<file path="config.mk">
export PLATFORM = sky130hd
export DESIGN_NAME = lzse_node
export DESIGN_NICKNAME = d
export VERILOG_FILES = /design/src/rtl/core/lzse_pkg.sv /design/src/rtl/core/lzse_node.sv
export SDC_FILE = /design/constraint.sdc
export NUM_CORES = 1
export LEC_CHECK = 0
export BUFFER_PORTS_ARGS = -buffer_cell sky130_fd_sc_hd__buf_2
export CAP_MARGIN = 5
export CORE_AREA = 5 5 89 91
export CTS_CLUSTER_SIZE = 10
export DETAILED_ROUTE_END_ITERATION = 10
export DIE_AREA = 0 0 94 96
export PLACE_DENSITY = 0.84
export SLEW_MARGIN = 20
export SYNTH_ARGS = -nofsm -noshare
export SYNTH_HDL_FRONTEND = slang
export SYNTH_SLANG_ARGS = --single-unit
</file>
<file path="constraint.sdc">
create_clock -name clk -period 1.3 [get_ports clk]
set_clock_uncertainty 0.15 [all_clocks]
set_input_delay 0.065 -clock clk [delete_from_list [all_inputs] [get_ports clk]]
set_output_delay 0.065 -clock clk [all_outputs]
set_load 0.01 [all_outputs]
</file>
<file path="src/rtl/core/lzse_pkg.sv">
// ----------------------------------------------------------------------------
// lzse_pkg
// Shared constants, types and elaboration helpers for the LZ77 stream encoder.
// ----------------------------------------------------------------------------
`default_nettype none

package lzse_pkg;

    localparam int DEF_WINDOW    = 4095;
    localparam int DEF_MAX_MATCH = 255;

    localparam int BYTE_W   = 8;
    localparam int LEN_W    = 8;
    localparam int OFFSET_W = 12;

    // reduction tree over the cell row
    localparam int TREE_FANIN = 16;
    localparam int FAN_BITS   = 4;

    typedef struct packed {
        logic step;     // commit the current item into the row
        logic extend;   // item extends the open match
    } cell_ctl_t;

    function automatic int pow_int(input int base, input int e);
        int r;
        r = 1;
        for (int i = 0; i < 32; i++) begin
            if (i < e) begin
                r = r * base;
            end
        end
        return r;
    endfunction

    // number of tree levels needed to cover n leaves
    function automatic int tree_levels(input int n, input int fan);
        int lv;
        int cap;
        lv  = 1;
        cap = fan;
        for (int i = 0; i < 32; i++) begin
            if (cap < n) begin
                cap = cap * fan;
                lv  = lv + 1;
            end
        end
        return lv;
    endfunction

    // first flat index of tree level l (level 0 holds the leaves)
    function automatic int level_base(input int l, input int levels, input int fan);
        int sum;
        sum = 0;
        for (int k = 0; k < 33; k++) begin
            if (k < l && k <= levels) begin
                sum = sum + pow_int(fan, levels - k);
            end
        end
        return sum;
    endfunction

    function automatic int idx_width(input int levels);
        int w;
        w = levels * FAN_BITS;
        if (w < OFFSET_W) begin
            w = OFFSET_W;
        end
        return w;
    endfunction

endpackage

`default_nettype wire

</file>
<file path="src/rtl/core/lzse_node.sv">
// ----------------------------------------------------------------------------
// lzse_node
// Registered tree node: highest live offset and any-hit over its children.
// ----------------------------------------------------------------------------
`default_nettype none

module lzse_node
    import lzse_pkg::*;
#(
    parameter int IDXW = OFFSET_W
)
(
    input  wire logic                                clk,
    input  wire logic [TREE_FANIN-1:0]               alive_in,
    input  wire logic [TREE_FANIN-1:0]               hit_in,
    input  wire logic [TREE_FANIN-1:0][IDXW-1:0]     idx_in,
    output logic                                     alive_out,
    output logic                                     hit_out,
    output logic      [IDXW-1:0]                     idx_out
);

    logic            alive_next;
    logic            hit_next;
    logic [IDXW-1:0] idx_next;
    logic            alive_reg;
    logic            hit_reg;
    logic [IDXW-1:0] idx_reg;

    // higher child wins
    always_comb
    begin
        alive_next = 1'b0;
        hit_next   = |hit_in;
        idx_next   = '0;
        for (int k = 0; k < TREE_FANIN; k++)
        begin
            if (alive_in[k])
            begin
                alive_next = 1'b1;
                idx_next   = idx_in[k];
            end
        end
    end

    always_ff @(posedge clk)
    begin
        alive_reg <= alive_next;
        hit_reg   <= hit_next;
        idx_reg   <= idx_next;
    end

    assign alive_out = alive_reg;
    assign hit_out   = hit_reg;
    assign idx_out   = idx_reg;

endmodule

`default_nettype wire

</file>
Yosys cells after proc, flatten, opt, wreduce, memory -nomap -nowiden

Cells that the tools add are included.

Register bits: 14
Bits in latches: 0
RAM bits: 0
Bits in read-only memories: 0
Input port bits: 225
Output and inout port bits: 14
Word-level logic and storage cells: 22
Memories kept: 0

Add/sub/neg operators: 0
$mul: 0
Divide/modulo/power cells: 0
$lt $le $gt $ge: 0
Eq/ne operators: 0
Shift-type cells: 0
Muxes and demuxes: 17
Bitwise logic cells: 0
Reductions and logical operators: 2

Operator list:

| kind                | number |
|---|---|
| 2-to-1 mux 12 bit   | 16 |
| OR reduction 16 bit | 1 |
| OR reduction 15 bit | 1 |
| 2-to-1 mux 1 bit    | 1 |

Depth between registers and ports, before layout

Gate-level depths: netlist of the first run.

Word-level depth: 16
Depth in mapped cells: 7

Worst setup path after synthesis of the first run

Ideal clock, no wire load.

Path kind: input -> register
Start point: in alive_in[8]
End point: reg idx_reg[1] (netlist: idx_out[1])
Library setup time: 0.122 ns
Data arrival time: 1.043 ns
Required time: 1.028 ns
Setup slack: -0.015 ns
Stages: 7
Buffers on the path: 2
Cell sequence: buf_6 nor2b_1 buf_2 a221oi_1 o211ai_1 a21oi_1 o21ai_1

Cells in the longest elaborated chain, start to end: 8

Ends and longest elaborated chain:

| element                         | line            | source |
|---|---|---|
| start: declaration              | lzse_node.sv:14 | `input wire logic [TREE_FANIN-1:0] alive_in,` |
| 2-to-1 mux 12 bit (8 in series) | lzse_node.sv:37 | `if (alive_in[k])` |
| via idx_next[1]                 | lzse_node.sv:24 | `logic [IDXW-1:0] idx_next;` |
| end signal: assignment          | lzse_node.sv:49 | `idx_reg <= idx_next;` |
| end: declaration                | lzse_node.sv:27 | `logic [IDXW-1:0] idx_reg;` |

The timed path passes the listed nets, and every way through them passes these cells.
A chain may end at the register's enable or synchronous reset.

Worst setup path in the final report of the first run

Start point: in idx_in[180] (netlist bit)
End point: reg idx_reg[0] (netlist: idx_out[0])

Cells in the longest elaborated chain, start to end: 1

Ends and longest elaborated chain:

| element            | line            | source |
|---|---|---|
| start: declaration | lzse_node.sv:16 | `input wire logic [TREE_FANIN-1:0][IDXW-1:0] idx_in,` |
| 2-to-1 mux 12 bit  | lzse_node.sv:37 |  |
| via idx_next[0]    | lzse_node.sv:24 |  |

The timed path passes the listed nets, and every way through them passes these cells.

==> metrics.txt, run 1 <==
Critical Path AT 1.28 ns; Slew @ Worst Pin 0.497 ns; portion of total power attributed to the clock network 21.1%; final setup vio count 1; Area Overhead vs Synth 114%; largest vdd supply drop 0.272 mV; clock-pin slew on the worst setup and hold paths 0.06 ns; worst-case hold slack 0.00587 ns; Setup TNS Final -0.0189 ns; number of endpoints with negative hold slack in the final report 0; Max Slew Vio Count 0; GPL Wtd Cong 0.964; Total Die Area 0.00902 mm2; vias per inst 5.53; register area share after synthesis 15.2%; post-synth top area share 15.2%; power per unit of standard cell area 521 mW/mm2; Req. time, crit path 1.27 ns; Max clock buf depth 2; nets 786; Gate power share 55.3%; crit start category primary input; Wirelength per Cell 20.1 um; number of routed nets with antenna violations 0; count of flip-flops with a built-in enable after synthesis 0; count of fill cells added during filler insertion 661; outcome finished, violations left; leading area contributor after synthesis dfxtp_1; clock root buffer master clkbuf_8; violated checks setup timing; Worst Path Class, Setup in -> reg; height of the chip 96 um; share of synthesized flip-flops with an asynchronous set or reset 0%; maximum clock frequency 0.758 GHz; leakage power figure 1.91 nW; HPWL Detailed 11,100 um; count of state elements after synthesis 14; via count of the first global-routing pass 3,830; initial drt markers 211; Total Routed Length 13,300 um; share of post-route cells with drive strength above 1 56.1%; switching part of the total 34.3%; average instance area after synthesis 7.22 um2; Switch Pwr 709 uW; commonest register cell after synthesis dfxtp_1; post-synth design cell area 0.00185 mm2; number of buffers added on ports 238; Post-Synthesis Net Count 481; Max transition margin 66.7%; number of search-and-repair iterations in the first detailed-routing pass 5; max cap viols 0; cell internal power dissipation 1.36 mW; Remaining Overflow, GRT 0; count of different cell masters after synthesis 46; antenna violations before repair 1; relative contribution of sequential cells to total power 23.7%; YS warnings 0; sink count of the clock tree 14; maximum fanout encountered on the critical timing path 1; global-route wire length before repair 18,900 um; Num CTS Buffers 3; most numerous cell types in the synthesized netlist 22 x o21ai_0, 20 x a221oi_1, 19 x nand2_1; global-route usage over all layers 27.2%; initial core utilization 26.2%; Std-Cell Core Area 0.00706 mm2; maximum number of pins on one net before global-route repair 15; post-route fraction of the period consumed by the critical path 101%; clock period minus final worst setup slack 1.32 ns; path type of the worst min-delay path in -> reg; DR DRC count 0; floorplan die width 94 um; post-route worst setup slack -0.0189 ns; Post-Syn Instances 256; ports placed on the boundary 239; number of standard-cell rows in the floorplan 31; number of vias after detailed routing 3,653; cell types with the largest area share after synthesis dfxtp_1 15%, a221oi_1 9.5%, o21ai_0 6.0%; cell with the most instances after synthesis o21ai_0; H-tree levels 1; critical path endpoint category flop; clock tree from TritonCTS done
==> through the flow <==
stage,setup WS (ns),cell area (um2),instances,total power [mW],utilization (%)
after global routing,-0.00265,3960,660,2.19,56.1
after floorplan,-0.0152,1850,256,0.861,-
after global placement,-0.485,3430,618,1.47,48.5
after detailed placement,-0.507,3430,618,1.49,48.5
final,-0.0189,3960,661,2.07,56.1
after CTS,0.00389,3860,656,2.02,54.6
==> what timing repair did <==
item                                   CTS  global route
buffers inserted                         2             2
gates cloned                             0             1
setup endpoints to repair               12            11
hold buffers                            32             0
endpoints found under the hold margin   12             0
pin swaps                                2            19
resized for setup                       11            22
==> sequential cells by signal, summed over array words and instances, names as in the netlist <==
signal,cells
alive_out,1
idx_out,12
hit_out,1
==> cells in the final DEF, fill, tap and decap left out, types with 8 or more instances in the layout <==
cell type | synthesis | layout
a222oi_1 | 9 | 9
nor2_1 | 15 | 15
nor2b_1 | 12 | 8
o211ai_1 | 8 | 8
dlygate4sd3_1 | 0 | 32
buf_4 | 0 | 44
dfxtp_1 | 14 | 14
a221oi_1 | 20 | 17
a22oi_1 | 9 | 9
a31oi_1 | 8 | 8
o221ai_1 | 10 | 10
nand2_1 | 19 | 19
a21oi_1 | 11 | 10
o21ai_0 | 22 | 19
buf_2 | 9 | 237
==> power by group through the flow <==
stage | Combinational [mW] | Clock, mW | Sequential (mW)
6_report | 1.14 | 0.435 | 0.489
3_5_place_dp | 0.993 | 0 | 0.497
3_3_place_gp | 0.966 | 0 | 0.502
5_1_grt | 1.23 | 0.475 | 0.491
2_1_floorplan | 0.351 | 0 | 0.509
4_1_cts | 1.09 | 0.445 | 0.488
==> worst paths after layout <==
path                  slack (ns)  cells after the start   startpoint    endpoint
worst max-delay path       -0.02                      4  idx_in[180]  idx_out[0]
worst min-delay path       0.006                      3  idx_in[115]  idx_out[7]
==> worst max-delay path: stages <==
cell	delay, ns
dlygate4sd3_1	0.55
buf_2	0.13
a222oi_1	0.40
o31ai_1	0.13
==> cells by family (layout without fill, tap and decap cells) <==
family	count (synthesis)	after routing	share of synthesized area [%]
multiplexers	3	3	1.62
AND/OR/NAND/NOR	79	79	22.7
other	0	2	0
flip-flops	14	14	15.2
AO/OA/AOI/OAI	134	134	53.8
buffers and inverters	26	330	6.77
==> per-layer routing <==
layer  track usage [%]  wire [um]  vias up
met5                 0          0        -
met1              31.0       5100     1682
met2              48.8       6560      246
li1                  -          -     1689
met3              6.10       1150       36
met4              11.3        459        0
==> final cells by class <==
type                       instances  area (um2)  area share, %
inverter                           5        18.8          0.474
sequential                        14         280           7.08
clock buffer                       4        55.1           1.39
multi-input combinational        216        1530           38.5
tap                               99         124           3.13
timing repair buffer             321        1950           49.3
antenna                            2        5.00          0.126
Note: power is estimated with default switching activity, not from simulation.
==> run 2, diff against run 1 <==
--- a/config.mk
+++ b/config.mk
@@ -11,6 +11,7 @@
 export CTS_CLUSTER_SIZE = 10
 export DETAILED_ROUTE_END_ITERATION = 10
 export DIE_AREA = 0 0 94 96
+export HOLD_SLACK_MARGIN = 0.15
 export PLACE_DENSITY = 0.84
 export SLEW_MARGIN = 20
 export SYNTH_ARGS = -nofsm -noshare
==> metrics.txt, run 2 (synthesis results as in run 1) <==
number of search-and-repair iterations in the first detailed-routing pass 7 (was 5); Area Overhead vs Synth 131% (was 114%); Worst Path Class, Setup in -> reg (unchanged); vias per inst 5.49 (was 5.53); Num CTS Buffers 3 (unchanged); clock root buffer master clkbuf_8 (unchanged); post-route worst setup slack -0.0175 ns (was -0.0189 ns); nets 816 (was 786); clock-pin slew on the worst setup and hold paths 0.06 ns (about the same); HPWL Detailed 11,100 um (unchanged); maximum clock frequency 0.759 GHz (was 0.758 GHz); area taken by multi-input logic gates 0.00153 mm2 (about the same); post-route fraction of the period consumed by the critical path 101% (about the same); path type of the worst min-delay path in -> reg (unchanged); global-route usage over all layers 28.7% (was 27.2%); post-route cell area 0.00426 mm2 (was 0.00396 mm2); crit start category primary input (unchanged); DR DRC count 0 (unchanged); initial core utilization 26.2% (unchanged); commonest non-fill, non-tap cells in the layout 237 x buf_2, 61 x dlygate4sd3_1, 45 x buf_4 (was 237 x buf_2, 44 x buf_4, 32 x dlygate4sd3_1); critical path endpoint category flop (unchanged); number of standard-cell rows in the floorplan 31 (unchanged); number of vias after detailed routing 3,795 (was 3,653); Std-Cell Core Area 0.00706 mm2 (unchanged); post-layout util 60.4% (was 56.1%); via count of the first global-routing pass 4,008 (was 3,830); GPL Wtd Cong 0.964 (unchanged); number of routed nets with antenna violations 0 (unchanged); Total Routed Length 14,000 um (was 13,300 um); ports placed on the boundary 239 (unchanged); Remaining Overflow, GRT 0 (unchanged); violated checks setup timing (unchanged); outcome finished, violations left (unchanged); maximum number of pins on one net before global-route repair 15 (unchanged); largest vdd supply drop 0.277 mV (was 0.272 mV); H-tree levels 1 (unchanged); most frequent standard cell in the layout excluding fill and tap cells buf_2 (unchanged); power per unit of standard cell area 504 mW/mm2 (was 521 mW/mm2); Req. time, crit path 1.27 ns (about the same); clock tree from TritonCTS done (unchanged); post-placement cell area 0.00343 mm2 (unchanged); number of buffers added on ports 238 (unchanged); number of flip-flops under the largest register name 12 (unchanged); maximum fanout encountered on the critical timing path 1 (unchanged); Max Slew Vio Count 0 (unchanged); leakage power figure 2.04 nW (was 1.91 nW); global-route wire length before repair 20,000 um (was 18,900 um); final setup vio count 1 (unchanged); count of fill cells added during filler insertion 630 (was 661); number of endpoints with negative hold slack in the final report 0 (unchanged); share of post-route cells with drive strength above 1 53.6% (was 56.1%); Max clock buf depth 2 (unchanged); Max transition margin 66.2% (was 66.7%); Critical Path AT 1.28 ns (about the same); Slew @ Worst Pin 0.504 ns (was 0.497 ns); max cap viols 0 (unchanged); Total Die Area 0.00902 mm2 (unchanged); height of the chip 96 um (unchanged); floorplan die width 94 um (unchanged); Wirelength per Cell 20.3 um (was 20.1 um); sink count of the clock tree 14 (unchanged); clock period minus final worst setup slack 1.32 ns (about the same); antenna violations before repair 1 (unchanged); Storage cell area 280 um2 (unchanged); initial drt markers 221 (was 211)
run 2: cell count changes in the layout (fill, tap and decap cells not counted):
| cell | change |
|---|---|
| o21ai_1 | +2 |
| dlygate4sd3_1 | +29 |
| nand2b_2 | +1 |
| o21ai_0 | -2 |
| buf_4 | +1 |
| nand2b_1 | -1 |
run 2: repair_timing:
| action | CTS | global route |
|---|---|---|
| hold endpoints to repair | 14 | 9 |
| hold buffers | 58 | 3 |
| gates resized for setup | 11 | 25 |
| buffers inserted | 2 | 3 |
| pin swaps | 2 | 19 |
| gates cloned | 0 | 1 |
| setup endpoints to repair | 12 | 11 |
run 2: power breakdown:
| part | internal (mW) | switching [mW] | leakage (nW) |
|---|---|---|---|
| clock network | 0.268 | 0.168 | 0.0288 |
| logic | 0.679 | 0.543 | 1.89 |
| registers | 0.469 | 0.0186 | 0.117 |
run 2: final cells by class:
type,instances,share of cell area [%]
diodes,2,0.117
inverters,5,0.440
multi-input cells,216,35.8
well taps,99,2.91
flip-flops and latches,14,6.58
repair buffers,351,52.8
clock buffers,4,1.29
run 2: path summary, 6_finish.rpt:
| check | startpoint | endpoint | slack, ns | cells after the start |
|---|---|---|---|---|
| worst max-delay path | idx_in[180] | idx_out[0] | -0.02 | 4 |
| worst min-delay path | idx_in[107] | idx_out[11] | 0.08 | 4 |
run 2: critical path, cell delays in order:
cell	delay, ns
dlygate4sd3_1	0.55
buf_2	0.14
a222oi_1	0.40
o31ai_1	0.14
run 2: stage by stage:
stage | setup slack, ns | power, mW | std cells | hold WS, ns | TNS [ns]
after detailed placement | -0.507 | 1.49 | 618 | 0.127 | -4.65
after global placement | -0.485 | 1.47 | 618 | 0.122 | -3.63
after CTS | 0.00389 | 2.08 | 682 | 0.0740 | 0
final | -0.0175 | 2.15 | 691 | 0.0792 | -0.0175
after global routing | -0.0171 | 2.27 | 690 | 0.104 | -0.0370
after floorplan | -0.0152 | 0.861 | 256 | 0.0184 | -0.0304
run 2: metal layers:
metal	track usage [%]	wire, um	vias to the layer above
li1	-	-	1749
met1	31.7	5180	1717
met2	51.3	6730	276
met3	7.43	1430	53
met4	13.2	695	0
met5	0	0	-
