===== config.mk =====
export PLATFORM = sky130hd
export DESIGN_NAME = lzse_cell
export DESIGN_NICKNAME = d
export VERILOG_FILES = /design/src/rtl/core/lzse_pkg.sv /design/src/rtl/core/lzse_cell.sv
export SDC_FILE = /design/constraint.sdc
export NUM_CORES = 1
export LEC_CHECK = 0
export BUFFER_PORTS_ARGS = -buffer_cell sky130_fd_sc_hd__buf_4
export CAP_MARGIN = 0
export CORE_UTILIZATION = 25
export CTS_CLUSTER_DIAMETER = 100
export DETAILED_ROUTE_END_ITERATION = 8
export PLACE_DENSITY = 0.54
export SLEW_MARGIN = 20
export SYNTH_ARGS = -nofsm -noshare
export SYNTH_HDL_FRONTEND = slang
export SYNTH_SLANG_ARGS = --single-unit

===== constraint.sdc =====
create_clock -name clk -period 2.4 [get_ports clk]
set_clock_uncertainty 0.05 [all_clocks]
set_input_delay 0.48 -clock clk [delete_from_list [all_inputs] [get_ports clk]]
set_output_delay 0.48 -clock clk [all_outputs]
set_load 0.005 [all_outputs]

===== src/rtl/core/lzse_pkg.sv =====
// ----------------------------------------------------------------------------
// lzse_pkg
// Shared constants, types and elaboration helpers for the LZ77 stream encoder.
// ----------------------------------------------------------------------------
`default_nettype none

package lzse_pkg;

    localparam int DEF_WINDOW    = 4095;
    localparam int DEF_MAX_MATCH = 255;

    localparam int BYTE_W   = 8;
    localparam int LEN_W    = 8;
    localparam int OFFSET_W = 12;

    // reduction tree over the cell row
    localparam int TREE_FANIN = 16;
    localparam int FAN_BITS   = 4;

    typedef struct packed {
        logic step;     // commit the current item into the row
        logic extend;   // item extends the open match
    } cell_ctl_t;

    function automatic int pow_int(input int base, input int e);
        int r;
        r = 1;
        for (int i = 0; i < 32; i++) begin
            if (i < e) begin
                r = r * base;
            end
        end
        return r;
    endfunction

    // number of tree levels needed to cover n leaves
    function automatic int tree_levels(input int n, input int fan);
        int lv;
        int cap;
        lv  = 1;
        cap = fan;
        for (int i = 0; i < 32; i++) begin
            if (cap < n) begin
                cap = cap * fan;
                lv  = lv + 1;
            end
        end
        return lv;
    endfunction

    // first flat index of tree level l (level 0 holds the leaves)
    function automatic int level_base(input int l, input int levels, input int fan);
        int sum;
        sum = 0;
        for (int k = 0; k < 33; k++) begin
            if (k < l && k <= levels) begin
                sum = sum + pow_int(fan, levels - k);
            end
        end
        return sum;
    endfunction

    function automatic int idx_width(input int levels);
        int w;
        w = levels * FAN_BITS;
        if (w < OFFSET_W) begin
            w = OFFSET_W;
        end
        return w;
    endfunction

endpackage

`default_nettype wire


===== src/rtl/core/lzse_cell.sv =====
// ----------------------------------------------------------------------------
// lzse_cell
// One window position: history byte, fill flag and live-candidate flag.
// ----------------------------------------------------------------------------
`default_nettype none

module lzse_cell
    import lzse_pkg::*;
(
    input  wire logic              clk,
    input  wire logic              rst_n,
    input  wire cell_ctl_t         ctl,
    input  wire logic [BYTE_W-1:0] cmp_byte,
    input  wire logic [BYTE_W-1:0] prev_byte,
    input  wire logic              prev_filled,
    output logic      [BYTE_W-1:0] hist_byte,
    output logic                   filled,
    output logic                   alive,
    output logic                   hit
);

    logic [BYTE_W-1:0] hist_reg;
    logic              filled_reg;
    logic              alive_reg;
    logic              alive_next;

    assign hit        = alive_reg && (hist_reg == cmp_byte);
    assign alive_next = ctl.extend ? hit : prev_filled;

    always_ff @(posedge clk)
    begin
        if (ctl.step)
        begin
            hist_reg <= prev_byte;
        end
    end

    always_ff @(posedge clk or negedge rst_n)
    begin
        if (!rst_n)
        begin
            filled_reg <= 1'b0;
            alive_reg  <= 1'b0;
        end
        else if (ctl.step)
        begin
            filled_reg <= prev_filled;
            alive_reg  <= alive_next;
        end
    end

    assign hist_byte = hist_reg;
    assign filled    = filled_reg;
    assign alive     = alive_reg;

endmodule

`default_nettype wire


After elaboration in Yosys (flattened, before gate mapping)
Index checks and enable logic that the tools add are counted.
Widths: inputs -> output; s select.
{"block": "word_totals", "word_cells": 6, "in_bits": 21, "reg_bits": 10}
{"block": "classes", "n_eq_ne": 1, "reduce_logical": 1, "n_mux": 1}
{"cell": "$eq 8x8->1", "count": 1}
{"cell": "$logic_and 1x1->1", "count": 1}
{"cell": "$mux 1", "count": 1}

Depth between registers and ports, before layout
Gate-level depths: netlist of the first run.
{"block": "depth", "ltp_word": 3, "depth_mapped": 4, "depth_no_buf": 4}

Worst setup path before layout of the first run
OpenSTA, ideal clock, no wires.
{"block": "synth_timing", "kind": "input to output", "start": "input cmp_byte[6]", "end": "output hit", "cell_stages": 4, "arrival_ns": 1.010, "slack_ns": 0.860, "path_cell_list": "xor2_1 > nor3_2 > nand3_1 > nor2_1"}
{"block": "synth_between", "elab_chain_cells": 2}
{"item": "start: declaration", "line_no": "lzse_cell.sv:13", "source": "input wire logic [BYTE_W-1:0] cmp_byte,"}
{"item": "$eq 8x8->1", "line_no": "lzse_cell.sv:27", "source": "assign hit = alive_reg && (hist_reg == cmp_byte);"}
{"item": "$logic_and 1x1->1", "line_no": "lzse_cell.sv:27"}
{"item": "end: declaration", "line_no": "lzse_cell.sv:19", "source": "output logic hit"}
No other way between the ends.

Final worst setup path of the first run
{"block": "layout_timing", "start": "register hist_reg[6] (netlist: hist_byte[6])", "end": "output hit"}
{"block": "layout_between", "elab_chain_cells": 2}
{"item": "start: declaration", "line_no": "lzse_cell.sv:22", "source": "logic [BYTE_W-1:0] hist_reg;"}
{"item": "start signal: assignment", "line_no": "lzse_cell.sv:34", "source": "hist_reg <= prev_byte;"}
{"item": "$eq 8x8->1", "line_no": "lzse_cell.sv:27"}
{"item": "$logic_and 1x1->1", "line_no": "lzse_cell.sv:27"}
No other way between the ends.

==> results of run 1 <==
-- cell type report --
class,count,share of cell area
flip-flops and latches,10,0.400
inverters,1,0.00517
repair buffers,32,0.334
clock buffers,4,0.0500
well taps,16,0.0276
multi-input cells,17,0.183
-- metal layers --
layer / wire length, um / vias up / share of wire
met4: 0 / 0 / 0
met3: 53 / 0 / 0.063
li1: - / 172 / -
met2: 545 / 13 / 0.65
met5: 0 / - / 0
met1: 241 / 172 / 0.29
-- worst max-delay path: stages (launching register included) --
cell and delay [ns]:
sky130_fd_sc_hd__edfxtp_1 0.40, sky130_fd_sc_hd__xor2_1 0.17, sky130_fd_sc_hd__nor3_2 0.18, sky130_fd_sc_hd__nand3_1 0.12
sky130_fd_sc_hd__nor2_1 0.12, sky130_fd_sc_hd__buf_4 0.12
-- per-stage QoR --
stage	total power, mW	cells
2_1_floorplan	0.239	28
3_3_place_gp	0.292	75
3_5_place_dp	0.293	75
4_1_cts	0.445	80
5_1_grt	0.457	80
6_report	0.437	80
-- layout by cell type (no fill, tap or decap), drive strengths merged --
master / instances
xor2: 3
o31ai: 1
buf: 31
nand3: 1
o21ai: 2
mux2: 1
inv: 1
clkbuf: 4
nor3: 1
dfrtp: 2
nand4: 1
xnor2: 5
nor2: 1
edfxtp: 8
nand2: 1
dlygate4sd3: 1
-- synthesized netlist by cell type --
| master | count |
|---|---|
| sky130_fd_sc_hd__nand2_1 | 1 |
| sky130_fd_sc_hd__edfxtp_1 | 8 |
| sky130_fd_sc_hd__nor2_1 | 1 |
| sky130_fd_sc_hd__nand4_1 | 1 |
| sky130_fd_sc_hd__mux2_2 | 1 |
| sky130_fd_sc_hd__o31ai_2 | 1 |
| sky130_fd_sc_hd__inv_1 | 1 |
| sky130_fd_sc_hd__dfrtp_1 | 2 |
| sky130_fd_sc_hd__xor2_1 | 3 |
| sky130_fd_sc_hd__o21ai_0 | 2 |
| sky130_fd_sc_hd__nor3_2 | 1 |
| sky130_fd_sc_hd__xnor2_1 | 5 |
| sky130_fd_sc_hd__nand3_1 | 1 |
-- report_power, final --
group,total [mW],switching (mW),internal (mW)
logic,0.0760,0.0249,0.0511
registers,0.213,0.00915,0.204
clock network,0.148,0.0564,0.0920
total,0.437,0.0905,0.347
-- cell families after synthesis --
| kind of cell | synth area share |
|---|---|
| muxes | 0.0264 |
| xor gates and xnor gates | 0.164 |
| buffers and inverters | 0.00879 |
| and+or+nand+nor | 0.0674 |
| AOI/OAI and AO/OA | 0.0528 |
| DFF | 0.680 |
-- final timing paths --
path | to | slack, ns | cells after the start
max in group asynchronous | filled | 1.72 | 2
worst max-delay path | hit | 0.50 | 5
min in group asynchronous | alive | 0.50 | 2
worst min register to register | filled | 0.46 | 1
worst min-delay path | hist_byte[6] | 0.34 | 1
worst max register to register | alive | 1.17 | 4
-- timing repair --
action,CTS,global route
gates resized for setup,0,0
endpoints found under the hold margin,2,0
hold buffers,1,0
==> flow_results.xml, run 1 <==
<?xml version="1.0" encoding="UTF-8"?>
<metrics>
  <group name="floorplanning">
    <metric name="dieArea" unit="sq mm">0.00188</metric>
    <metric name="rows" unit="">14</metric>
    <metric name="core_area" unit="sq mm">0.00154</metric>
    <metric name="floorplan.die.width" unit="um">43.3</metric>
    <metric name="die_height" unit="um">43.3</metric>
    <metric name="ios" unit="">32</metric>
    <metric name="initial_utilization" unit="">0.277</metric>
  </group>
  <group name="drt">
    <metric name="wl_per_cell" unit="um">10.5</metric>
    <metric name="vias" unit="">357</metric>
    <metric name="postRouteWirelength" unit="um">840</metric>
    <metric name="routed_via_density" unit="">4.46</metric>
    <metric name="detail_route.iter0.violations" unit="">1</metric>
    <metric name="ant_nets" unit="">0</metric>
    <metric name="first_pass_iters" unit="">2</metric>
    <metric name="drc" unit="">0</metric>
  </group>
  <group name="sta">
    <metric name="rsz0062_at_grt" unit="">no</metric>
    <metric name="timing.final.max_slew_violations" unit="">0</metric>
    <metric name="slew_headroom" unit="">0.874</metric>
    <metric name="final_hold_slack" unit="ns">0.343</metric>
    <metric name="min_period_over_period" unit="">0.790</metric>
    <metric name="crit_path_setup_slack_layout" unit="ns">0.503</metric>
    <metric name="setup_tns" unit="ns">0</metric>
    <metric name="setup_viol_count_final" unit="">0</metric>
    <metric name="tightestPinTransition" unit="ns">0.187</metric>
    <metric name="final_hold_viol_count" unit="">0</metric>
    <metric name="post-route-min-period" unit="ns">1.90</metric>
    <metric name="max_freq" unit="MHz">527</metric>
  </group>
  <group name="synth">
    <metric name="synth.top_cells.by_area" unit="">sky130_fd_sc_hd__edfxtp_1 56%, sky130_fd_sc_hd__dfrtp_1 12%, sky130_fd_sc_hd__xnor2_1 10%</metric>
    <metric name="synth_area" unit="sq um">427</metric>
    <metric name="synth.largest_area_cell" unit="">sky130_fd_sc_hd__edfxtp_1</metric>
    <metric name="yosys_register_bits" unit="">10</metric>
    <metric name="synth.yosys.warnings" unit="">0</metric>
    <metric name="synth_top_area_share" unit="">0.563</metric>
    <metric name="syn-num-nets" unit="">49</metric>
    <metric name="synth_sequential_area_ratio" unit="">0.680</metric>
    <metric name="syn_inst" unit="">28</metric>
    <metric name="synth_area_per_cell" unit="sq um">15.2</metric>
    <metric name="synth.lib_cells_used.distinct" unit="">13</metric>
  </group>
  <group name="placed_design">
    <metric name="dpl-instance-area" unit="sq um">679</metric>
    <metric name="dp_worst_setup_slack" unit="ns">0.558</metric>
    <metric name="placer_congestion_estimate" unit="">0.627</metric>
    <metric name="port-buffer-count" unit="">31</metric>
  </group>
  <group name="global_routing">
    <metric name="met3_use_gr" unit="">0.0298</metric>
    <metric name="total_gr_overflow" unit="">0</metric>
    <metric name="grt_start_max_net_pins" unit="">13</metric>
    <metric name="globalRouteMet2Util" unit="">0.182</metric>
    <metric name="globalRouteTotalUtil" unit="">0.0928</metric>
    <metric name="grt-busiest-layer" unit="">met2</metric>
    <metric name="via_count_of_the_first_global_routing_pass" unit="">320</metric>
    <metric name="global_route_met1_usage" unit="">0.0780</metric>
    <metric name="grt_pass1_wl" unit="um">1210</metric>
    <metric name="antenna_violations_before_repair" unit="">0</metric>
  </group>
  <group name="setup_path">
    <metric name="worst_setup_path_end_kind" unit="">primary output</metric>
    <metric name="worst-endpoint-required" unit="ns">1.87</metric>
    <metric name="timing.critical_path.from" unit="">hist_byte[6]</metric>
    <metric name="timing.critical_path.from_type" unit="">flip-flop</metric>
    <metric name="worstPathArrival" unit="ns">1.37</metric>
    <metric name="timing.critical_path.fanout_max" unit="">2</metric>
    <metric name="setup.worst_path.class" unit="">flip-flop to primary output</metric>
    <metric name="rr_startpoint" unit="">hist_byte[6]</metric>
  </group>
  <group name="layout">
    <metric name="count_of_antenna_diodes_in_the_layout" unit="">0</metric>
    <metric name="layout-drive-gt1-share" unit="">0.594</metric>
    <metric name="finish.net_count" unit="">86</metric>
    <metric name="postLayoutCoreUtil" unit="">0.471</metric>
    <metric name="layout-area-overhead-vs-synth" unit="%">70.1</metric>
    <metric name="largest_reg_flops" unit="">8</metric>
    <metric name="fillerInstances" unit="">153</metric>
    <metric name="area_taken_by_multi_input_logic_gates" unit="sq um">133</metric>
    <metric name="final_area" unit="sq um">726</metric>
    <metric name="sequential_cell_area" unit="sq um">290</metric>
  </group>
  <group name="cts">
    <metric name="clk_transition_reported_paths" unit="ns">0.06</metric>
    <metric name="numClockSinks" unit="">10</metric>
    <metric name="worstSkewPairLatency" unit="ns">0.26</metric>
    <metric name="cts-buffers-inserted" unit="">3</metric>
    <metric name="tritoncts" unit="">yes</metric>
    <metric name="root_buffer" unit="">sky130_fd_sc_hd__clkbuf_4</metric>
    <metric name="clock_tree.htree_level_count" unit="">1</metric>
    <metric name="post-cts-setup-buffer-count" unit="">0</metric>
    <metric name="clockBufferDepth" unit="">2</metric>
  </group>
  <group name="power_and_ir_drop">
    <metric name="p_per_area" unit="mW/mm^2">602</metric>
    <metric name="p_leak" unit="nW">0.319</metric>
    <metric name="vdd_drop_max" unit="mV">0.321</metric>
  </group>
  <group name="worst_hold_path">
    <metric name="min-delay-start" unit="">prev_byte[6]</metric>
    <metric name="holdCritPathClass" unit="">input pin to flip-flop</metric>
  </group>
  <group name="job">
    <metric name="timing.max_cap.violations" unit="">0</metric>
  </group>
  <group name="outcome">
    <metric name="status" unit="">complete, no violations</metric>
  </group>
</metrics>
Note: power is estimated with default switching activity, not from simulation.
==> inputs of run 2 (changes only) <==
==> constraint.sdc (replaced) <==
create_clock -name clk -period 1.8 [get_ports clk]
set_clock_uncertainty 0.05 [all_clocks]
set_input_delay 0.36 -clock clk [delete_from_list [all_inputs] [get_ports clk]]
set_output_delay 0.36 -clock clk [all_outputs]
set_load 0.005 [all_outputs]
==> run 2 against run 1 <==
  * Power grew 24%
  * Final area shrank 1.4%
  * Highest routed layer unchanged
  * Largest power group unchanged
  * Critical path type unchanged
  * Critical endpoint unchanged
  * Clock-buffer cell count is the same
  * Via count shrank 2.0%
==> flow_results.xml, run 2 (same netlist as run 1, synthesis figures left out) <==
<?xml version="1.0" encoding="UTF-8"?>
<metrics>
  <group name="setup_path">
    <metric name="r2r_cells" unit="">4</metric>
    <metric name="reg2reg_slack" unit="ns">0.57</metric>
    <metric name="worstPathArrival" unit="ns">1.36</metric>
    <metric name="worst_setup_path_end_kind" unit="">primary output</metric>
    <metric name="rr_startpoint" unit="">hist_byte[6]</metric>
    <metric name="worst-endpoint-required" unit="ns">1.39</metric>
    <metric name="r2r_end" unit="">alive</metric>
    <metric name="timing.critical_path.fanout_max" unit="">2</metric>
    <metric name="setup.worst_path.class" unit="">flip-flop to primary output</metric>
    <metric name="timing.critical_path.from_type" unit="">flip-flop</metric>
  </group>
  <group name="sta">
    <metric name="min_period_over_period" unit="">0.985</metric>
    <metric name="final_hold_viol_count" unit="">0</metric>
    <metric name="setup_viol_count_final" unit="">0</metric>
    <metric name="max_freq" unit="MHz">564</metric>
    <metric name="timing.final.max_slew_violations" unit="">0</metric>
    <metric name="final_hold_slack" unit="ns">0.224</metric>
    <metric name="post-route-min-period" unit="ns">1.77</metric>
    <metric name="tightestPinTransition" unit="ns">0.189</metric>
    <metric name="slew_headroom" unit="">0.872</metric>
    <metric name="rsz0062_at_grt" unit="">yes</metric>
  </group>
  <group name="cts">
    <metric name="post-cts-setup-buffer-count" unit="">0</metric>
    <metric name="tritoncts" unit="">yes</metric>
    <metric name="clockBufferDepth" unit="">2</metric>
    <metric name="cts-buffers-inserted" unit="">3</metric>
    <metric name="numClockSinks" unit="">10</metric>
    <metric name="clk_transition_reported_paths" unit="ns">0.06</metric>
    <metric name="worstSkewPairLatency" unit="ns">0.26</metric>
    <metric name="root_buffer" unit="">sky130_fd_sc_hd__clkbuf_4</metric>
    <metric name="cts_repair_resize_count" unit="">0</metric>
    <metric name="clock_tree.htree_level_count" unit="">1</metric>
  </group>
  <group name="global_routing">
    <metric name="grt_start_max_net_pins" unit="">13</metric>
    <metric name="total_gr_overflow" unit="">0</metric>
    <metric name="antenna_violations_before_repair" unit="">0</metric>
    <metric name="globalRouteTotalUtil" unit="">0.0893</metric>
    <metric name="grt_pass1_wl" unit="um">1150</metric>
    <metric name="via_count_of_the_first_global_routing_pass" unit="">300</metric>
  </group>
  <group name="floorplanning">
    <metric name="die_height" unit="um">43.3</metric>
    <metric name="floorplan.die.width" unit="um">43.3</metric>
    <metric name="core_area" unit="sq mm">0.00154</metric>
    <metric name="initial_utilization" unit="">0.277</metric>
    <metric name="ios" unit="">32</metric>
    <metric name="rows" unit="">14</metric>
    <metric name="dieArea" unit="sq mm">0.00188</metric>
  </group>
  <group name="power_and_ir_drop">
    <metric name="vdd_drop_max" unit="mV">0.330</metric>
    <metric name="p_leak" unit="nW">0.313</metric>
    <metric name="p_per_area" unit="mW/mm^2">757</metric>
  </group>
  <group name="drt">
    <metric name="first_pass_iters" unit="">2</metric>
    <metric name="ant_nets" unit="">0</metric>
    <metric name="detail_route.iter0.violations" unit="">1</metric>
    <metric name="postRouteWirelength" unit="um">842</metric>
    <metric name="vias" unit="">350</metric>
    <metric name="routed_via_density" unit="">4.38</metric>
    <metric name="drc" unit="">0</metric>
    <metric name="wl_per_cell" unit="um">10.5</metric>
  </group>
  <group name="layout">
    <metric name="layout_common_cells" unit="">31 x sky130_fd_sc_hd__buf_4, 8 x sky130_fd_sc_hd__edfxtp_1, 5 x sky130_fd_sc_hd__xnor2_1</metric>
    <metric name="largest_reg_flops" unit="">8</metric>
    <metric name="final_common_cell" unit="">sky130_fd_sc_hd__buf_4</metric>
    <metric name="postLayoutCoreUtil" unit="">0.464</metric>
    <metric name="count_of_antenna_diodes_in_the_layout" unit="">0</metric>
    <metric name="fillerInstances" unit="">162</metric>
    <metric name="finish.net_count" unit="">86</metric>
    <metric name="layout-area-overhead-vs-synth" unit="%">67.7</metric>
    <metric name="layout-drive-gt1-share" unit="">0.578</metric>
  </group>
  <group name="job">
    <metric name="timing.max_cap.violations" unit="">0</metric>
  </group>
  <group name="placed_design">
    <metric name="port-buffer-count" unit="">31</metric>
    <metric name="placer_congestion_estimate" unit="">0.627</metric>
  </group>
  <group name="worst_hold_path">
    <metric name="hold-path-endpoint" unit="">hist_byte[2]</metric>
    <metric name="worst_hold_path.num_cells" unit="">1</metric>
    <metric name="min-delay-start" unit="">prev_byte[2]</metric>
    <metric name="holdCritPathClass" unit="">input pin to flip-flop</metric>
  </group>
  <group name="outcome">
    <metric name="status" unit="">complete, no violations</metric>
  </group>
</metrics>
[run 2: cell types whose count changed in the layout (fill, tap and decap cells not counted)]
cell                       before  now
sky130_fd_sc_hd__clkbuf_1       0    1
sky130_fd_sc_hd__clkbuf_8       1    0
[run 2: power breakdown]
part	switching [mW]	internal, mW
Combinational	0.0335	0.0681
Sequential	0.0120	0.271
Clock	0.0711	0.0854
[run 2: how the worst max path moves through the flow]
| stage | slack [ns] | start | cells past startpoint | endpoint |
|---|---|---|---|---|
| final | 0.03 | hist_byte[6] | 5 | hit |
| after detailed placement | 0.21 | cmp_byte[6] | 6 | hit |
| after floorplan | 0.45 | hist_byte[6] | 4 | hit |
| after global routing | -0.11 | hist_byte[6] | 5 | hit |
| after global placement | 0.20 | cmp_byte[6] | 6 | hit |
| after CTS | -0.008 | hist_byte[6] | 5 | hit |
[run 2: what timing repair did]
action / in CTS / in global routing
gates cloned: 0 / 0
hold endpoints to repair: 2 / 0
hold buffers: 1 / 0
setup endpoints to repair: 1 / 1
[run 2: metrics by stage]
| stage | setup slack, ns | total power, mW | TNS (ns) | cells | instance area [sq um] |
|---|---|---|---|---|---|
| 6_report | 0.0276 | 0.542 | 0 | 80 | 716 |
| 5_1_grt | -0.115 | 0.571 | -0.115 | 80 | 716 |
| 4_1_cts | -0.00826 | 0.552 | -0.00826 | 80 | 716 |
| 3_5_place_dp | 0.207 | 0.390 | 0 | 75 | 679 |
| 3_3_place_gp | 0.197 | 0.389 | 0 | 75 | 679 |
| 2_1_floorplan | 0.448 | 0.318 | 0 | 28 | 427 |
[run 2: worst max-delay path, cell delays in order (launching register included)]
cell	delay (ns)
sky130_fd_sc_hd__edfxtp_1	0.40
sky130_fd_sc_hd__xor2_1	0.17
sky130_fd_sc_hd__nor3_2	0.18
sky130_fd_sc_hd__nand3_1	0.12
sky130_fd_sc_hd__nor2_1	0.12
sky130_fd_sc_hd__buf_4	0.12
[run 2: layer usage]
layer	vias up	part of all wire	global-route usage
met5	-	0	0
met4	0	0	0.0545
met3	0	0.061	0.0298
met2	13	0.63	0.179
met1	165	0.31	0.0699
li1	172	-	-
[run 2: cell type report]
type	count	area [sq um]	share of cell area
multi-input combinational	17	133	0.185
tap	16	20.0	0.0280
sequential	10	290	0.406
timing repair buffer	32	243	0.339
inverter	1	3.75	0.00524
clock buffer	4	26.3	0.0367
==> inputs of run 3 (changes only) <==
--- a/config.mk
+++ b/config.mk
@@ -5,12 +5,13 @@
 export SDC_FILE = /design/constraint.sdc
 export NUM_CORES = 1
 export LEC_CHECK = 0
+export ABC_AREA = 1
 export BUFFER_PORTS_ARGS = -buffer_cell sky130_fd_sc_hd__buf_4
 export CAP_MARGIN = 0
 export CORE_UTILIZATION = 25
 export CTS_CLUSTER_DIAMETER = 100
 export DETAILED_ROUTE_END_ITERATION = 8
-export PLACE_DENSITY = 0.54
+export PLACE_DENSITY = 0.52
 export SLEW_MARGIN = 20
 export SYNTH_ARGS = -nofsm -noshare
 export SYNTH_HDL_FRONTEND = slang
==> run 3 against run 2 <==
  * Sequential power about the same
  * Clock-buffer cell count unchanged
  * Via count up 30%
  * Global-route usage up 1.1 points
  * Area after synthesis up 16%
  * Clock power up 29%
  * Routed wire length up 15%
  * Critical path type unchanged
  * Critical endpoint unchanged
  * Largest power group unchanged
==> flow_results.xml, run 3 <==
<?xml version="1.0" encoding="UTF-8"?>
<metrics>
  <group name="floorplanning">
    <metric name="dieArea" unit="sq mm">0.00216</metric>
    <metric name="ios" unit="">32</metric>
    <metric name="core_area" unit="sq mm">0.00178</metric>
    <metric name="rows" unit="">15</metric>
    <metric name="floorplan.die.width" unit="um">46.5</metric>
    <metric name="initial_utilization" unit="">0.277</metric>
    <metric name="die_height" unit="um">46.5</metric>
  </group>
  <group name="synth">
    <metric name="syn-num-nets" unit="">78</metric>
    <metric name="synth_sequential_area_ratio" unit="">0.587</metric>
    <metric name="yosys_register_bits" unit="">10</metric>
    <metric name="synth.most_common_cell" unit="">sky130_fd_sc_hd__nand2_1</metric>
    <metric name="synth.top_cells.by_area" unit="">sky130_fd_sc_hd__edfxtp_1 49%, sky130_fd_sc_hd__nand2_1 16%, sky130_fd_sc_hd__inv_1 11%</metric>
    <metric name="synth_top_area_share" unit="">0.486</metric>
    <metric name="ys.flop_type" unit="">sky130_fd_sc_hd__edfxtp_1</metric>
    <metric name="synth_area_per_cell" unit="sq um">8.67</metric>
    <metric name="synth.yosys.warnings" unit="">0</metric>
    <metric name="synth.top_cells.by_count" unit="">21 x sky130_fd_sc_hd__nand2_1, 14 x sky130_fd_sc_hd__inv_1, 8 x sky130_fd_sc_hd__edfxtp_1</metric>
    <metric name="syn_inst" unit="">57</metric>
    <metric name="async_reset_ff_frac" unit="">0.200</metric>
    <metric name="synth_enable_flop_cells" unit="">8</metric>
    <metric name="synth.largest_area_cell" unit="">sky130_fd_sc_hd__edfxtp_1</metric>
    <metric name="synth_area" unit="sq um">494</metric>
    <metric name="synth.lib_cells_used.distinct" unit="">9</metric>
  </group>
  <group name="global_routing">
    <metric name="via_count_of_the_first_global_routing_pass" unit="">343</metric>
    <metric name="total_gr_overflow" unit="">0</metric>
    <metric name="grt_start_max_net_pins" unit="">11</metric>
    <metric name="antenna_violations_before_repair" unit="">0</metric>
    <metric name="globalRouteTotalUtil" unit="">0.101</metric>
    <metric name="grt_pass1_wl" unit="um">1350</metric>
  </group>
  <group name="layout">
    <metric name="largest_reg_flops" unit="">8</metric>
    <metric name="finish.net_count" unit="">115</metric>
    <metric name="count_of_antenna_diodes_in_the_layout" unit="">0</metric>
    <metric name="final_area" unit="sq um">812</metric>
    <metric name="layout-area-overhead-vs-synth" unit="%">64.3</metric>
    <metric name="layout_common_cells" unit="">31 x sky130_fd_sc_hd__buf_4, 20 x sky130_fd_sc_hd__nand2_1, 13 x sky130_fd_sc_hd__inv_1</metric>
    <metric name="layout-drive-gt1-share" unit="">0.430</metric>
    <metric name="postLayoutCoreUtil" unit="">0.455</metric>
    <metric name="final_common_cell" unit="">sky130_fd_sc_hd__buf_4</metric>
    <metric name="fillerInstances" unit="">188</metric>
  </group>
  <group name="placed_design">
    <metric name="placer_congestion_estimate" unit="">0.625</metric>
    <metric name="post-dp-hpwl" unit="um">790</metric>
    <metric name="dpl-instance-area" unit="sq um">758</metric>
    <metric name="port-buffer-count" unit="">31</metric>
    <metric name="dp_worst_setup_slack" unit="ns">0.368</metric>
  </group>
  <group name="power_and_ir_drop">
    <metric name="p_leak" unit="nW">0.440</metric>
    <metric name="fin_total_pwr" unit="uW">597</metric>
    <metric name="net_sw_power" unit="uW">136</metric>
    <metric name="p_per_area" unit="mW/mm^2">735</metric>
    <metric name="combinationalPowerShare" unit="">0.188</metric>
    <metric name="p_int" unit="uW">461</metric>
    <metric name="vdd_drop_max" unit="mV">0.379</metric>
    <metric name="netSwitchingFraction" unit="">0.228</metric>
    <metric name="power.sequential.fraction" unit="">0.473</metric>
    <metric name="clockPowerShare" unit="">0.339</metric>
  </group>
  <group name="drt">
    <metric name="drc" unit="">0</metric>
    <metric name="ant_nets" unit="">0</metric>
    <metric name="first_pass_iters" unit="">3</metric>
    <metric name="postRouteWirelength" unit="um">969</metric>
    <metric name="wl_per_cell" unit="um">8.21</metric>
    <metric name="detail_route.iter0.violations" unit="">6</metric>
    <metric name="routed_via_density" unit="">3.86</metric>
    <metric name="vias" unit="">455</metric>
  </group>
  <group name="sta">
    <metric name="final_hold_viol_count" unit="">0</metric>
    <metric name="tightestPinTransition" unit="ns">0.158</metric>
    <metric name="min_period_over_period" unit="">0.925</metric>
    <metric name="max_freq" unit="MHz">601</metric>
    <metric name="setup_viol_count_final" unit="">0</metric>
    <metric name="timing.final.max_slew_violations" unit="">0</metric>
    <metric name="final_hold_slack" unit="ns">0.214</metric>
    <metric name="crit_path_setup_slack_layout" unit="ns">0.136</metric>
    <metric name="slew_headroom" unit="">0.894</metric>
    <metric name="post-route-min-period" unit="ns">1.66</metric>
  </group>
  <group name="worst_hold_path">
    <metric name="holdCritPathClass" unit="">input pin to flip-flop</metric>
  </group>
  <group name="cts">
    <metric name="clockBufferDepth" unit="">2</metric>
    <metric name="clock_tree.htree_level_count" unit="">1</metric>
    <metric name="numClockSinks" unit="">10</metric>
    <metric name="post-cts-setup-buffer-count" unit="">0</metric>
    <metric name="tritoncts" unit="">yes</metric>
    <metric name="root_buffer" unit="">sky130_fd_sc_hd__clkbuf_4</metric>
    <metric name="cts-buffers-inserted" unit="">3</metric>
    <metric name="clk_transition_reported_paths" unit="ns">0.07</metric>
    <metric name="worstSkewPairLatency" unit="ns">0.27</metric>
  </group>
  <group name="setup_path">
    <metric name="timing.critical_path.fanout_max" unit="">3</metric>
    <metric name="worst_setup_path_end_kind" unit="">primary output</metric>
    <metric name="timing.critical_path.from_type" unit="">flip-flop</metric>
    <metric name="setup.worst_path.class" unit="">flip-flop to primary output</metric>
    <metric name="worst-endpoint-required" unit="ns">1.39</metric>
    <metric name="worstPathArrival" unit="ns">1.25</metric>
  </group>
  <group name="outcome">
    <metric name="status" unit="">complete, no violations</metric>
  </group>
  <group name="job">
    <metric name="timing.max_cap.violations" unit="">0</metric>
  </group>
</metrics>
[run 3: routing by layer]
layer	share of wire	global-route usage	vias up
met5	0	0	-
met1	0.40	0.104	196
met3	0.092	0.0627	0
met2	0.51	0.147	18
li1	-	-	241
met4	0	0.0706	0
[run 3: stage by stage]
| step | TNS [ns] | instances |
|---|---|---|
| final | 0 | 118 |
| after global routing | -0.00432 | 118 |
| after CTS | 0 | 118 |
| after detailed placement | 0 | 113 |
| after global placement | 0 | 113 |
| after floorplan | 0 | 57 |
[run 3: layout make-up]
cell class	instances	area, sq um	area share
Timing Repair Buffer	32	243	0.299
Clock buffer	4	36.3	0.0447
Multi-Input combinational cell	33	159	0.196
Inverter	14	52.6	0.0647
Sequential cell	10	290	0.357
Tap cell	25	31.3	0.0385
[run 3: worst paths after layout]
kind / start / to / slack [ns] / cells past startpoint
hold reg to reg: filled / filled / 0.43 / 2
setup reg to reg: hist_byte[3] / alive / 0.68 / 9
setup / recovery: hist_byte[3] / hit / 0.14 / 8
min in group asynchronous: rst_n / filled / 0.36 / 2
hold / removal: prev_byte[6] / hist_byte[6] / 0.21 / 1
max in group asynchronous: rst_n / alive / 1.26 / 2
[run 3: cell families (layout without fill, tap and decap cells)]
| kind of cell | count (synthesis) | after routing | share of synthesized area |
|---|---|---|---|
| and+or+nand+nor | 30 | 30 | 0.253 |
| buffers and inverters | 14 | 50 | 0.106 |
| DFF | 10 | 10 | 0.587 |
| xor gates and xnor gates | 3 | 3 | 0.0532 |
[run 3: power by group through the flow]
stage / logic (mW) / registers, mW / clock network, mW
after CTS: 0.111 / 0.283 / 0.214
after floorplan: 0.0349 / 0.289 / 0
final: 0.112 / 0.283 / 0.202
after global routing: 0.125 / 0.285 / 0.226
after global placement: 0.108 / 0.287 / 0
after detailed placement: 0.109 / 0.288 / 0
[run 3: worst max-delay path: stages (launching register included)]
cell,delay [ns]
sky130_fd_sc_hd__edfxtp_1,0.41
sky130_fd_sc_hd__nand2_1,0.08
sky130_fd_sc_hd__nand2_1,0.05
sky130_fd_sc_hd__inv_1,0.06
sky130_fd_sc_hd__nand2_2,0.06
sky130_fd_sc_hd__nor2_4,0.10
sky130_fd_sc_hd__nand3_2,0.08
sky130_fd_sc_hd__inv_2,0.05
sky130_fd_sc_hd__buf_4,0.09
[run 3: what timing repair did]
| action | 4_1_cts | 5_1_grt |
|---|---|---|
| endpoints found under the hold margin | 2 | 0 |
| gates resized for setup | 0 | 3 |
| endpoints found under the setup margin | 0 | 1 |
| hold buffers | 1 | 0 |
